### config.mk
export PLATFORM = sky130hd
export DESIGN_NAME = monthly_temperature_statistics_top
export DESIGN_NICKNAME = d
export VERILOG_FILES = /design/src/rtl/mts_pkg.sv /design/src/rtl/mts_divider.sv /design/src/rtl/mts_datapath.sv /design/src/rtl/mts_ctrl.sv /design/src/rtl/monthly_temperature_statistics_top.sv
export SDC_FILE = /design/constraint.sdc
export NUM_CORES = 2
export LEC_CHECK = 0
export BUFFER_PORTS_ARGS = -buffer_cell sky130_fd_sc_hd__buf_2
export CAP_MARGIN = 25
export CELL_PAD_IN_SITES_DETAIL_PLACEMENT = 1
export CELL_PAD_IN_SITES_GLOBAL_PLACEMENT = 1
export CORE_MARGIN = 5
export CORE_UTILIZATION = 55
export DETAILED_ROUTE_END_ITERATION = 10
export PLACE_DENSITY_LB_ADDON = 0.1
export SETUP_SLACK_MARGIN = 0.1
export SYNTH_ARGS = -nofsm -noshare
export SYNTH_HDL_FRONTEND = slang
export SYNTH_SLANG_ARGS = --single-unit
### constraint.sdc
create_clock -name clock -period 11.8 [get_ports clock]
set_input_delay 1.18 -clock clock [delete_from_list [all_inputs] [get_ports clock]]
set_output_delay 1.18 -clock clock [all_outputs]
set_load 0.01 [all_outputs]
### src/rtl/mts_pkg.sv
// Shared types and defaults for the monthly temperature statistics block.
// No dependencies; the files that use it refer to it by scoped names.
package mts_pkg;

   localparam int MONTHS_DEFAULT     = 12;
   localparam int COUNT_BITS_DEFAULT = 16;

   typedef struct packed {
      logic [3:0]        month;
      logic signed [7:0] temperature;
      logic              last;
   } mts_req_type;

   typedef struct packed {
      logic [3:0]         bin;
      logic [15:0]        count;
      logic signed [15:0] average;
      logic signed [7:0]  maximum;
      logic signed [7:0]  minimum;
      logic               has_data;
      logic               final_res;
   } mts_rsp_type;

   // Controller to datapath commands.
   typedef struct packed {
      logic load_rec;
      logic accum;
      logic month_load;
      logic month_done;
      logic bin_next;
      logic set_load;
      logic set_done;
      logic clear_all;
   } mts_cmd_type;

   // Datapath to controller status.
   typedef struct packed {
      logic rec_last;
      logic bin_empty;
      logic bin_last;
      logic set_empty;
      logic div_done;
   } mts_sts_type;

endpackage

### src/rtl/mts_divider.sv
// Iterative restoring divider on magnitudes, one quotient bit per cycle.
// Returns a 16-bit signed quotient truncated toward zero. Depends on nothing.
module mts_divider #(
   parameter int DW = 32,
   parameter int VW = 16
) (
   input  logic                clock,
   input  logic                reset,
   input  logic                start,
   input  logic [DW-1:0]       dividend,
   input  logic [VW-1:0]       divisor,
   input  logic                negate,
   output logic                done,
   output logic signed [15:0]  quotient
);

   localparam int SCW = $clog2(DW);

   logic           busy_ff, busy_in;
   logic           done_ff, done_in;
   logic [SCW-1:0] step_ff, step_in;
   logic [VW-1:0]  rem_ff, rem_in;
   logic [DW-1:0]  quo_ff, quo_in;
   logic [VW-1:0]  div_ff, div_in;
   logic           neg_ff, neg_in;

   logic [VW:0]    shifted;
   logic [VW:0]    diff;
   logic           fits;
   logic [15:0]    mag;

   assign shifted = {rem_ff, quo_ff[DW-1]};
   assign diff    = shifted - {1'b0, div_ff};
   assign fits    = shifted >= {1'b0, div_ff};

   always_comb begin
      busy_in = busy_ff;
      done_in = 1'b0;
      step_in = step_ff;
      rem_in  = rem_ff;
      quo_in  = quo_ff;
      div_in  = div_ff;
      neg_in  = neg_ff;
      if (start) begin
         busy_in = 1'b1;
         step_in = '0;
         rem_in  = '0;
         quo_in  = dividend;
         div_in  = divisor;
         neg_in  = negate;
      end else if (busy_ff) begin
         rem_in = fits ? diff[VW-1:0] : shifted[VW-1:0];
         quo_in = {quo_ff[DW-2:0], fits};
         if (step_ff == SCW'(DW - 1)) begin
            busy_in = 1'b0;
            done_in = 1'b1;
         end else begin
            step_in = step_ff + SCW'(1);
         end
      end
   end

   always_ff @(posedge clock) begin
      if (reset) begin
         busy_ff <= 1'b0;
         done_ff <= 1'b0;
      end else begin
         busy_ff <= busy_in;
         done_ff <= done_in;
      end
      step_ff <= step_in;
      rem_ff  <= rem_in;
      quo_ff  <= quo_in;
      div_ff  <= div_in;
      neg_ff  <= neg_in;
   end

   // Magnitude never exceeds 32768, so 16 bits two's complement are exact.
   assign mag      = quo_ff[15:0];
   assign quotient = neg_ff ? (~mag + 16'd1) : mag;
   assign done     = done_ff;

endmodule

### src/rtl/mts_datapath.sv
// Datapath: record register, per-month bins, whole-set extremes, result register.
// Uses mts_pkg types and instantiates mts_divider.
module mts_datapath #(
   parameter int MONTHS     = mts_pkg::MONTHS_DEFAULT,
   parameter int COUNT_BITS = mts_pkg::COUNT_BITS_DEFAULT
) (
   input  logic                 clock,
   input  logic                 reset,
   input  mts_pkg::mts_req_type req_data,
   input  mts_pkg::mts_cmd_type cmd,
   output mts_pkg::mts_sts_type sts,
   output mts_pkg::mts_rsp_type rsp_data
);

   localparam int CB  = COUNT_BITS;
   localparam int SW  = CB + 8;
   localparam int DW  = SW + 8;
   localparam int BW  = (MONTHS > 1) ? $clog2(MONTHS) : 1;
   localparam int BCW = $clog2(MONTHS + 1);
   localparam int ASW = 16 + BCW;
   localparam logic [CB-1:0] COUNT_SAT = {CB{1'b1}};

   mts_pkg::mts_req_type rec_ff;
   mts_pkg::mts_rsp_type rsp_ff;

   logic [CB-1:0]        cnt_ff [MONTHS];
   logic signed [SW-1:0] sum_ff [MONTHS];
   logic signed [7:0]    max_ff [MONTHS];
   logic signed [7:0]    min_ff [MONTHS];
   logic signed [7:0]    set_max_ff;
   logic signed [7:0]    set_min_ff;
   logic                 any_ff;
   logic [BCW-1:0]       bin_ff;
   logic signed [ASW-1:0] avg_sum_ff;
   logic [BCW-1:0]       months_ff;

   logic [3:0]           rec_m1;
   logic                 rec_hit;
   logic [BW-1:0]        idx;
   logic [CB-1:0]        cur_cnt;
   logic signed [SW-1:0] cur_sum;
   logic signed [7:0]    cur_max;
   logic signed [7:0]    cur_min;
   logic signed [7:0]    t;
   logic [SW-1:0]        sum_mag;
   logic [ASW-1:0]       asum_mag;
   logic [CB+15:0]       cnt_wide;
   logic [BCW+15:0]      months_wide;
   logic [BCW+3:0]       bin_wide;
   logic [BCW+3:0]       set_bin_wide;

   logic                 div_start;
   logic [DW-1:0]        div_dividend;
   logic [CB-1:0]        div_divisor;
   logic                 div_negate;
   logic                 div_done;
   logic signed [15:0]   div_quotient;

   assign t       = rec_ff.temperature;
   assign rec_m1  = rec_ff.month - 4'd1;
   assign rec_hit = (rec_ff.month != 4'd0) && ({1'b0, rec_ff.month} <= 5'(MONTHS));
   assign idx     = cmd.accum ? rec_m1[BW-1:0] : bin_ff[BW-1:0];

   assign cur_cnt = cnt_ff[idx];
   assign cur_sum = sum_ff[idx];
   assign cur_max = max_ff[idx];
   assign cur_min = min_ff[idx];

   assign sum_mag      = cur_sum[SW-1] ? -cur_sum : cur_sum;
   assign asum_mag     = avg_sum_ff[ASW-1] ? -avg_sum_ff : avg_sum_ff;
   assign cnt_wide     = {16'd0, cur_cnt};
   assign months_wide  = {16'd0, months_ff};
   assign bin_wide     = {4'd0, bin_ff};
   assign set_bin_wide = {4'd0, BCW'(MONTHS)};

   // Share one divider between month averages and the set average.
   assign div_start    = (cmd.month_load && (cur_cnt != '0)) ||
                         (cmd.set_load && (months_ff != '0));
   assign div_dividend = cmd.set_load ? {{(DW-ASW){1'b0}}, asum_mag} : {sum_mag, 8'd0};
   assign div_divisor  = cmd.set_load ? {{(CB-BCW){1'b0}}, months_ff} : cur_cnt;
   assign div_negate   = cmd.set_load ? avg_sum_ff[ASW-1] : cur_sum[SW-1];

   mts_divider #(
      .DW(DW),
      .VW(CB)
   ) u_divider (
      .clock    (clock),
      .reset    (reset),
      .start    (div_start),
      .dividend (div_dividend),
      .divisor  (div_divisor),
      .negate   (div_negate),
      .done     (div_done),
      .quotient (div_quotient)
   );

   always_ff @(posedge clock) begin
      if (reset || cmd.clear_all) begin
         for (int i = 0; i < MONTHS; i++) begin
            cnt_ff[i] <= '0;
            sum_ff[i] <= '0;
            max_ff[i] <= '0;
            min_ff[i] <= '0;
         end
         set_max_ff <= '0;
         set_min_ff <= '0;
         any_ff     <= 1'b0;
         bin_ff     <= '0;
         avg_sum_ff <= '0;
         months_ff  <= '0;
      end else begin
         if (cmd.accum) begin
            if (!any_ff || (t > set_max_ff)) set_max_ff <= t;
            if (!any_ff || (t < set_min_ff)) set_min_ff <= t;
            any_ff <= 1'b1;
            if (rec_hit && (cur_cnt != COUNT_SAT)) begin
               if ((cur_cnt == '0) || (t > cur_max)) max_ff[idx] <= t;
               if ((cur_cnt == '0) || (t < cur_min)) min_ff[idx] <= t;
               cnt_ff[idx] <= cur_cnt + CB'(1);
               sum_ff[idx] <= cur_sum + SW'(t);
            end
         end
         if (cmd.month_done) begin
            avg_sum_ff <= avg_sum_ff + ASW'(div_quotient);
            months_ff  <= months_ff + BCW'(1);
         end
         if (cmd.bin_next) bin_ff <= bin_ff + BCW'(1);
      end
   end

   always_ff @(posedge clock) begin
      if (cmd.load_rec) rec_ff <= req_data;
      if (cmd.month_load) begin
         rsp_ff.bin       <= bin_wide[3:0];
         rsp_ff.count     <= cnt_wide[15:0];
         rsp_ff.average   <= '0;
         rsp_ff.maximum   <= cur_max;
         rsp_ff.minimum   <= cur_min;
         rsp_ff.has_data  <= cur_cnt != '0;
         rsp_ff.final_res <= 1'b0;
      end else if (cmd.set_load) begin
         rsp_ff.bin       <= set_bin_wide[3:0];
         rsp_ff.count     <= months_wide[15:0];
         rsp_ff.average   <= '0;
         rsp_ff.maximum   <= any_ff ? set_max_ff : 8'sd0;
         rsp_ff.minimum   <= any_ff ? set_min_ff : 8'sd0;
         rsp_ff.has_data  <= any_ff;
         rsp_ff.final_res <= 1'b1;
      end else if (cmd.month_done || cmd.set_done) begin
         rsp_ff.average <= div_quotient;
      end
   end

   assign sts.rec_last  = rec_ff.last;
   assign sts.bin_empty = cur_cnt == '0;
   assign sts.bin_last  = bin_ff == BCW'(MONTHS - 1);
   assign sts.set_empty = months_ff == '0;
   assign sts.div_done  = div_done;

   assign rsp_data = rsp_ff;

endmodule

### src/rtl/mts_ctrl.sv
// Controller: sequences record capture, accumulation and the result run.
// Uses mts_pkg command and status types.
module mts_ctrl (
   input  logic                 clock,
   input  logic                 reset,
   input  logic                 req_valid,
   output logic                 req_ready,
   output logic                 rsp_valid,
   input  logic                 rsp_ready,
   input  mts_pkg::mts_sts_type sts,
   output mts_pkg::mts_cmd_type cmd
);

   localparam logic [2:0] S_IDLE  = 3'd0;
   localparam logic [2:0] S_ACC   = 3'd1;
   localparam logic [2:0] S_MLOAD = 3'd2;
   localparam logic [2:0] S_MDIV  = 3'd3;
   localparam logic [2:0] S_MOUT  = 3'd4;
   localparam logic [2:0] S_SLOAD = 3'd5;
   localparam logic [2:0] S_SDIV  = 3'd6;
   localparam logic [2:0] S_SOUT  = 3'd7;

   logic [2:0] state_ff, state_in;

   assign req_ready = state_ff == S_IDLE;
   assign rsp_valid = (state_ff == S_MOUT) || (state_ff == S_SOUT);

   always_comb begin
      state_in = state_ff;
      cmd      = '0;
      case (state_ff)
         S_IDLE: begin
            if (req_valid) begin
               cmd.load_rec = 1'b1;
               state_in     = S_ACC;
            end
         end
         S_ACC: begin
            cmd.accum = 1'b1;
            state_in  = sts.rec_last ? S_MLOAD : S_IDLE;
         end
         S_MLOAD: begin
            cmd.month_load = 1'b1;
            state_in       = sts.bin_empty ? S_MOUT : S_MDIV;
         end
         S_MDIV: begin
            if (sts.div_done) begin
               cmd.month_done = 1'b1;
               state_in       = S_MOUT;
            end
         end
         S_MOUT: begin
            if (rsp_ready) begin
               cmd.bin_next = 1'b1;
               state_in     = sts.bin_last ? S_SLOAD : S_MLOAD;
            end
         end
         S_SLOAD: begin
            cmd.set_load = 1'b1;
            state_in     = sts.set_empty ? S_SOUT : S_SDIV;
         end
         S_SDIV: begin
            if (sts.div_done) begin
               cmd.set_done = 1'b1;
               state_in     = S_SOUT;
            end
         end
         S_SOUT: begin
            if (rsp_ready) begin
               cmd.clear_all = 1'b1;
               state_in      = S_IDLE;
            end
         end
         default: begin
            state_in = S_IDLE;
         end
      endcase
   end

   always_ff @(posedge clock) begin
      if (reset) begin
         state_ff <= S_IDLE;
      end else begin
         state_ff <= state_in;
      end
   end

endmodule

### src/rtl/monthly_temperature_statistics_top.sv
// Monthly temperature statistics, top level. Every accepted record beat is first
// captured and then folded into its month bin and the whole-set minimum and
// maximum. A record with last set then starts the result run: each month bin
// yields one rsp beat, then a whole-set beat with final_res set, and all state
// clears. Averages come from one shared restoring divider that retires one quotient
// bit per cycle; a month with data is loaded, divided and then offered, an empty
// month skips the division, and so does the whole-set beat if no month had data.
// Each beat waits while rsp_ready is low. No new record is taken during the run.
// Depends on mts_pkg, mts_ctrl, mts_datapath and mts_divider.
module monthly_temperature_statistics_top #(
   parameter int MONTHS     = mts_pkg::MONTHS_DEFAULT,
   parameter int COUNT_BITS = mts_pkg::COUNT_BITS_DEFAULT
) (
   input  logic                 clock,
   input  logic                 reset,
   input  logic                 req_valid,
   output logic                 req_ready,
   input  mts_pkg::mts_req_type req_data,
   output logic                 rsp_valid,
   input  logic                 rsp_ready,
   output mts_pkg::mts_rsp_type rsp_data
);

   // Command and status between sequencer and datapath.
   mts_pkg::mts_cmd_type cmd;
   mts_pkg::mts_sts_type sts;

   // Sequencer: owns the handshakes, never touches payload.
   mts_ctrl u_ctrl (
      .clock     (clock),
      .reset     (reset),
      .req_valid (req_valid),
      .req_ready (req_ready),
      .rsp_valid (rsp_valid),
      .rsp_ready (rsp_ready),
      .sts       (sts),
      .cmd       (cmd)
   );

   // Datapath: bins, extremes, divider and the result register that drives rsp_data.
   mts_datapath #(
      .MONTHS     (MONTHS),
      .COUNT_BITS (COUNT_BITS)
   ) u_datapath (
      .clock    (clock),
      .reset    (reset),
      .req_data (req_data),
      .cmd      (cmd),
      .sts      (sts),
      .rsp_data (rsp_data)
   );

endmodule

* Yosys cells after proc, flatten, opt, wreduce, memory -nomap -nowiden
Memories as Yosys holds them, arrays and structs flattened. Cells that the tools add are included.
Storage, ports and cells: flip-flop bits (word level) 187, latch bits 0, bits in writable memories 672, bits in read-only memories 0, word-level logic and storage cells 165, memories 4
Operators by class: $add $sub $neg 11, $mul 0, div/mod/pow operators 0, magnitude comparators 6, equality and inequality tests 15, shifts and indexed selects 0, mux-type cells 70, bitwise logic cells 3, reduce and logical (&&, ||, !) cells 31
Memory list:
- u_datapath.sum_ff | depth 12, width 24, read ports 1, clocked after Yosys merged registers in 0, write ports 12, RTL line mts_datapath.sv:27 | logic signed [SW-1:0] sum_ff [MONTHS];
- u_datapath.cnt_ff | depth 12, width 16, read ports 1, clocked after Yosys merged registers in 0, write ports 12, RTL line mts_datapath.sv:26 | logic [CB-1:0] cnt_ff [MONTHS];
- u_datapath.max_ff | depth 12, width 8, read ports 1, clocked after Yosys merged registers in 0, write ports 12, RTL line mts_datapath.sv:28 | logic signed [7:0] max_ff [MONTHS];
- u_datapath.min_ff | depth 12, width 8, read ports 1, clocked after Yosys merged registers in 0, write ports 12, RTL line mts_datapath.sv:29 | logic signed [7:0] min_ff [MONTHS];
Operators by type and width (number):
- $mux 32 | 3
- $mux 16 | 5
- $mux 54 | 1
- $mux 24 | 2
- $mux 20 | 2
- $mux 1 | 37
- $add 16x1->16 const B | 2
- $mux 8 | 4
- $add 24x8->24 | 1
- $mux 4 | 6
- $neg 24->24 | 1
- $pmux 3 s8 | 1
- $reduce_or 24->1 | 1
- $mux 3 | 7
- $add 20x16->20 | 1
- $neg 20->20 | 1
- $mux 18 | 1
- $ge 17x16->1 | 1
- $gt 8x8->1 | 2
- $logic_not 16->1 | 1
- $lt 8x8->1 | 2
- $ne 16x16->1 const B | 1
- $not 16->16 | 1
- $reduce_bool 16->1 | 1
- 27 further kinds | 51

* Depth between registers and ports, before layout
An unclocked memory read counts as a cell.
word-level depth 13, gate-level depth with buffers 37, depth with buffers taken out 22

* By module
A second synthesis with hierarchy kept.
Second synthesis, totals: cells, all modules 3928, area, all modules 52693.0 um^2
Modules (own cells, without submodules):
- mts_datapath | times used 1, cells each 3487, area an instance 48243.8 um^2, seq. area each 29648.4 um^2
- mts_divider | times used 1, cells each 391, area an instance 4107.7 um^2, seq. area each 1931.9 um^2
- mts_ctrl | times used 1, cells each 50, area an instance 341.6 um^2, seq. area each 60.1 um^2

* Worst setup path after synthesis
Ideal clock, no wire load.
path kind register -> register, start register u_datapath.rec_ff[9] in the netlist's numbering, end memory u_datapath.max_ff[14][0] (enable), setup time 395 ps, arrival 6864 ps, setup slack 4542 ps, stages on the path, launching flop included 36, buffers on the path 15, period minus slack after synthesis 7258 ps, cells stage by stage edfxtp_1 > buf_1 > clkbuf_1 > inv_1 > ha_1 > nor4b_2 > a21o_1 > buf_6 > buf_12 > buf_8 > buf_6 > buf_8 > buf_12 > buf_4 > buf_6 > buf_4 > buf_2 > clkbuf_1 > clkbuf_1 > nand2_1 > a21oi_1 > nor2_1 > o211ai_1 > o21ai_0 > ha_1 > nor2b_1 > o21a_1 > o21a_1 > o21a_1 > o21ai_0 > nand2b_1 > a211oi_1 > o22ai_1 > o21ai_1 > clkbuf_1 > nor4_1
RTL lines:
- from (decl) | RTL line mts_datapath.sv:23 | mts_pkg::mts_req_type rec_ff;
- from (signal assigned) | RTL line mts_datapath.sv:132 | if (cmd.load_rec) rec_ff <= req_data;
- to (decl) | RTL line mts_datapath.sv:28

==> flow_metrics.env <==
export IMPL_slew_violations=0
export IMPL_fmax_ghz=0.1244
export IMPL_die_area_um2=101300
export IMPL_power_total_uw=15130
export IMPL_synthesis_nets=4922
export IMPL_hp_class="flip-flop to flip-flop"
export IMPL_post_cts_buffers=0
export IMPL_port_buffers=72
export IMPL_postSynthCellCount=4803
export IMPL_synth_commonest_cells="edfxtp_1 (995), nor2_1 (788), nand2_1 (724), nand3_1 (320), mux2i_1 (304)"
export IMPL_postLayoutCoreUtil_pct=60.89
export IMPL_fp_dieW_um=318.3
export IMPL_numPlacedInstances=5882
export IMPL_layout_drive_gt1_share_pct=9.464
export IMPL_yosysTopAreaCell="edfxtp_1"
export IMPL_syn_avg_cell_area_um2=10.88
export IMPL_htree_levels=3
export IMPL_skew_ps=37.24
export IMPL_nFillCells=9819
export IMPL_critPathLaunchType="flip-flop"
export IMPL_fin_crit_ps=8042
export IMPL_clockBufferDepth=3
export IMPL_gr_usage_all_layers_pct=32.73
export IMPL_vias=38795
export IMPL_initial_utilization_pct=55.19
export IMPL_synth_most_common_cell="edfxtp_1"
export IMPL_synth_top_area_share_pct=57.16
export IMPL_worstPathCellList="nor3b_4, buf_4, mux2_2, nor2_4, buf_4, nand3_1, and3_1, inv_1, ha_1, a21o_1, a21oi_1, nor2b_1, o21a_1, o41ai_1, o21a_1, nand2b_1, a21o_1, a21oi_1, xor2_1, inv_1"
export IMPL_gp_congestion=0.8624
export IMPL_p_leak_uw=0.02240
export IMPL_worst_path_max_delay_cell="xor2_1"
export IMPL_relSlewSlack_pct=27.38
export IMPL_critPathArrivalTime_ps=8440
export IMPL_rsz0062_at_grt="no"
export IMPL_register_area_um2=31640
export IMPL_post_drt_wl_per_cell_um=27.82
export IMPL_path_max_fanout=39
export IMPL_die_h_um=318.3
export IMPL_cts_clk_slew_worst_paths_ps=60
export IMPL_drc=0
export IMPL_synthArstFlopShare_pct=0
export IMPL_fin_cells=6122
export IMPL_antenna_left=0
export IMPL_grt_pass1_wl_um=253400
export IMPL_maxCapViolCount=0
export IMPL_grt_max_degree=168
export IMPL_cts_resized=0
export IMPL_cts_tree="built"
export IMPL_ys_warn_count=0
export IMPL_core_area_um2=94730
export IMPL_wl_um=170300
export IMPL_finalHoldViolCount=0
export IMPL_synth_cell_types=83
export IMPL_vdd_drop_max_uv=214.6
export IMPL_critical_path_max_stage_delay_ps=820
export IMPL_numCtsBuffers=115
export IMPL_grt_overflow=0
export IMPL_syn_to_final_growth_pct=10.33
export IMPL_viasPerCell=6.337
export IMPL_synth_edf_count=995
export IMPL_antenna_found_initial=11
export IMPL_netlist_top_cells_area="edfxtp_1 (57%), mux2i_1 (5.8%), nor2_1 (5.7%), nand2_1 (5.2%), dfxtp_1 (3.4%)"
export IMPL_required_ps=12200
export IMPL_max_slew_worst_pin_slew_ps=1082
export IMPL_post_dp_hpwl_um=100900
export IMPL_synthFlopType="edfxtp_1"
export IMPL_worstSetupEndpointType="flip-flop"
export IMPL_cts_hold_buffers_added=0
export IMPL_finalSetupViolCount=0
export IMPL_holdWs_ps=445.0
export IMPL_synth_seq_cells=1083
export IMPL_status="finished clean"
export IMPL_powerDensity_nw_per_um2=262.3
export IMPL_drt_iter0_markers=3818
export IMPL_grt_pass1_vias=40600
export IMPL_critPathKind="flip-flop to flip-flop"
export IMPL_std_cell_rows=113
export IMPL_fin_nets=4871
export IMPL_cts_sinks=1083
export IMPL_io_pins=73
export IMPL_ys_seq_area_share_pct=60.53
export IMPL_cts_root_buf="clkbuf_16"
export IMPL_fin_tns_setup_ps=0
export IMPL_synth_area_um2=52280
export IMPL_dr_pass1_iters=5
export IMPL_clk_latency_ps=720
export IMPL_multi_input_area_um2=18640
export IMPL_fin_crit_sh_pct=68.15
-- final cells by class --
cell class	count	area share, %
Tap cell	1265	2.744
Antenna cell	7	0.03037
Inverter	134	0.8721
Clock inverter	70	1.382
Timing Repair Buffer	202	2.490
Multi-Input combinational cell	3216	32.31
Clock buffer	145	5.308
Sequential cell	1083	54.86
-- logic make-up (layout without fill, tap and decap cells) --
kind of cell	after synthesis	after routing	share of synthesized area, %
adder cells (fa/ha/maj)	102	102	2.484
other	0	7	0
multiplexers	320	320	6.170
AND/OR/NAND/NOR	2128	2128	17.75
buffers and inverters	504	551	4.397
flip-flops	1083	1083	60.53
AO/OA/AOI/OAI	544	544	6.632
XOR/XNOR	122	122	2.044
-- flip-flops by register name, summed over array words and instances (netlist names), 16 cells and up --
| name | flops |
|---|---|
| u_datapath.cnt_ff | 256 |
| u_datapath.u_divider.quo_ff | 32 |
| u_datapath.rsp_data | 54 |
| u_datapath.max_ff | 128 |
| u_datapath.sum_ff | 384 |
| u_datapath.u_divider.div_ff | 16 |
| u_datapath.u_divider.rem_ff | 16 |
| u_datapath.avg_sum_ff | 20 |
| u_datapath.min_ff | 128 |
-- placed cells by master (no fill, tap or decap), types with 12 or more instances in the layout --
cell       instances
nand2_1          710
and3_1           121
a211oi_1          22
dfxtp_1           87
nand3_1          311
mux2i_1          303
o21a_1            12
clkinv_2          20
xor2_1            44
a21o_1            28
a21oi_1          145
nand2_2           14
xnor2_1           78
nand4_1           20
nor2_1           781
ha_1              99
and4_1            15
clkbuf_16        116
clkbuf_1          24
o31ai_1           34
a32oi_1           22
o211ai_1          52
clkinv_1          24
nand2b_1          22
inv_1            133
buf_2             76
o21ai_0          135
edfxtp_1         995
mux2_2            13
or3_1             12
nor3_1            21
bufinv_16         17
nor2b_1           17
o21ai_1           16
buf_4            114
-- path summary, 6_finish.rpt --
path,depth (start not counted),to,slack [ps],startpoint
worst max-delay path,20,u_datapath.sum_ff[14][17],3760,u_ctrl.state_ff[0]
worst min-delay path,2,u_datapath.rsp_data[0],440,u_datapath.rsp_data[0]
worst min register to register,2,u_datapath.rsp_data[0],440,u_datapath.rsp_data[0]
worst max register to register,20,u_datapath.sum_ff[14][17],3760,u_ctrl.state_ff[0]
-- metal layers --
layer	GRT usage, %	routed length (um)	vias to the layer above
li1	-	-	16856
met1	41.73	65300	19645
met2	54.86	81810	1806
met3	6.120	14550	482
met4	14.75	8598	6
met5	0	35	-
-- critical path, delay by kind of cell (launching register included) --
family	cells	cell delay (ps)
and+or+nand+nor	6	1710
adders and majority gates	1	250
DFF	1	730
muxes	1	740
xor gates and xnor gates	1	820
AOI/OAI and AO/OA	7	2010
buffers and inverters	4	1430
-- where the power goes --
part	total [uW]	internal [uW]	leakage, uW	switching (uW)
clock	3750	2200	0.00188	1550
sequential	4940	4800	0.0106	140
combinational	6440	1760	0.00992	4670
total	15100	8760	0.0224	6370
-- metrics by stage --
step                cell area (um^2)  setup slack (ps)
global placement               53470              3790
floorplan                      52280              4542
global route                   57660              3301
detailed placement             53620              3712
finish                         57680              3758
CTS                            57480              3573
Note: power is estimated with default switching activity, not from simulation.
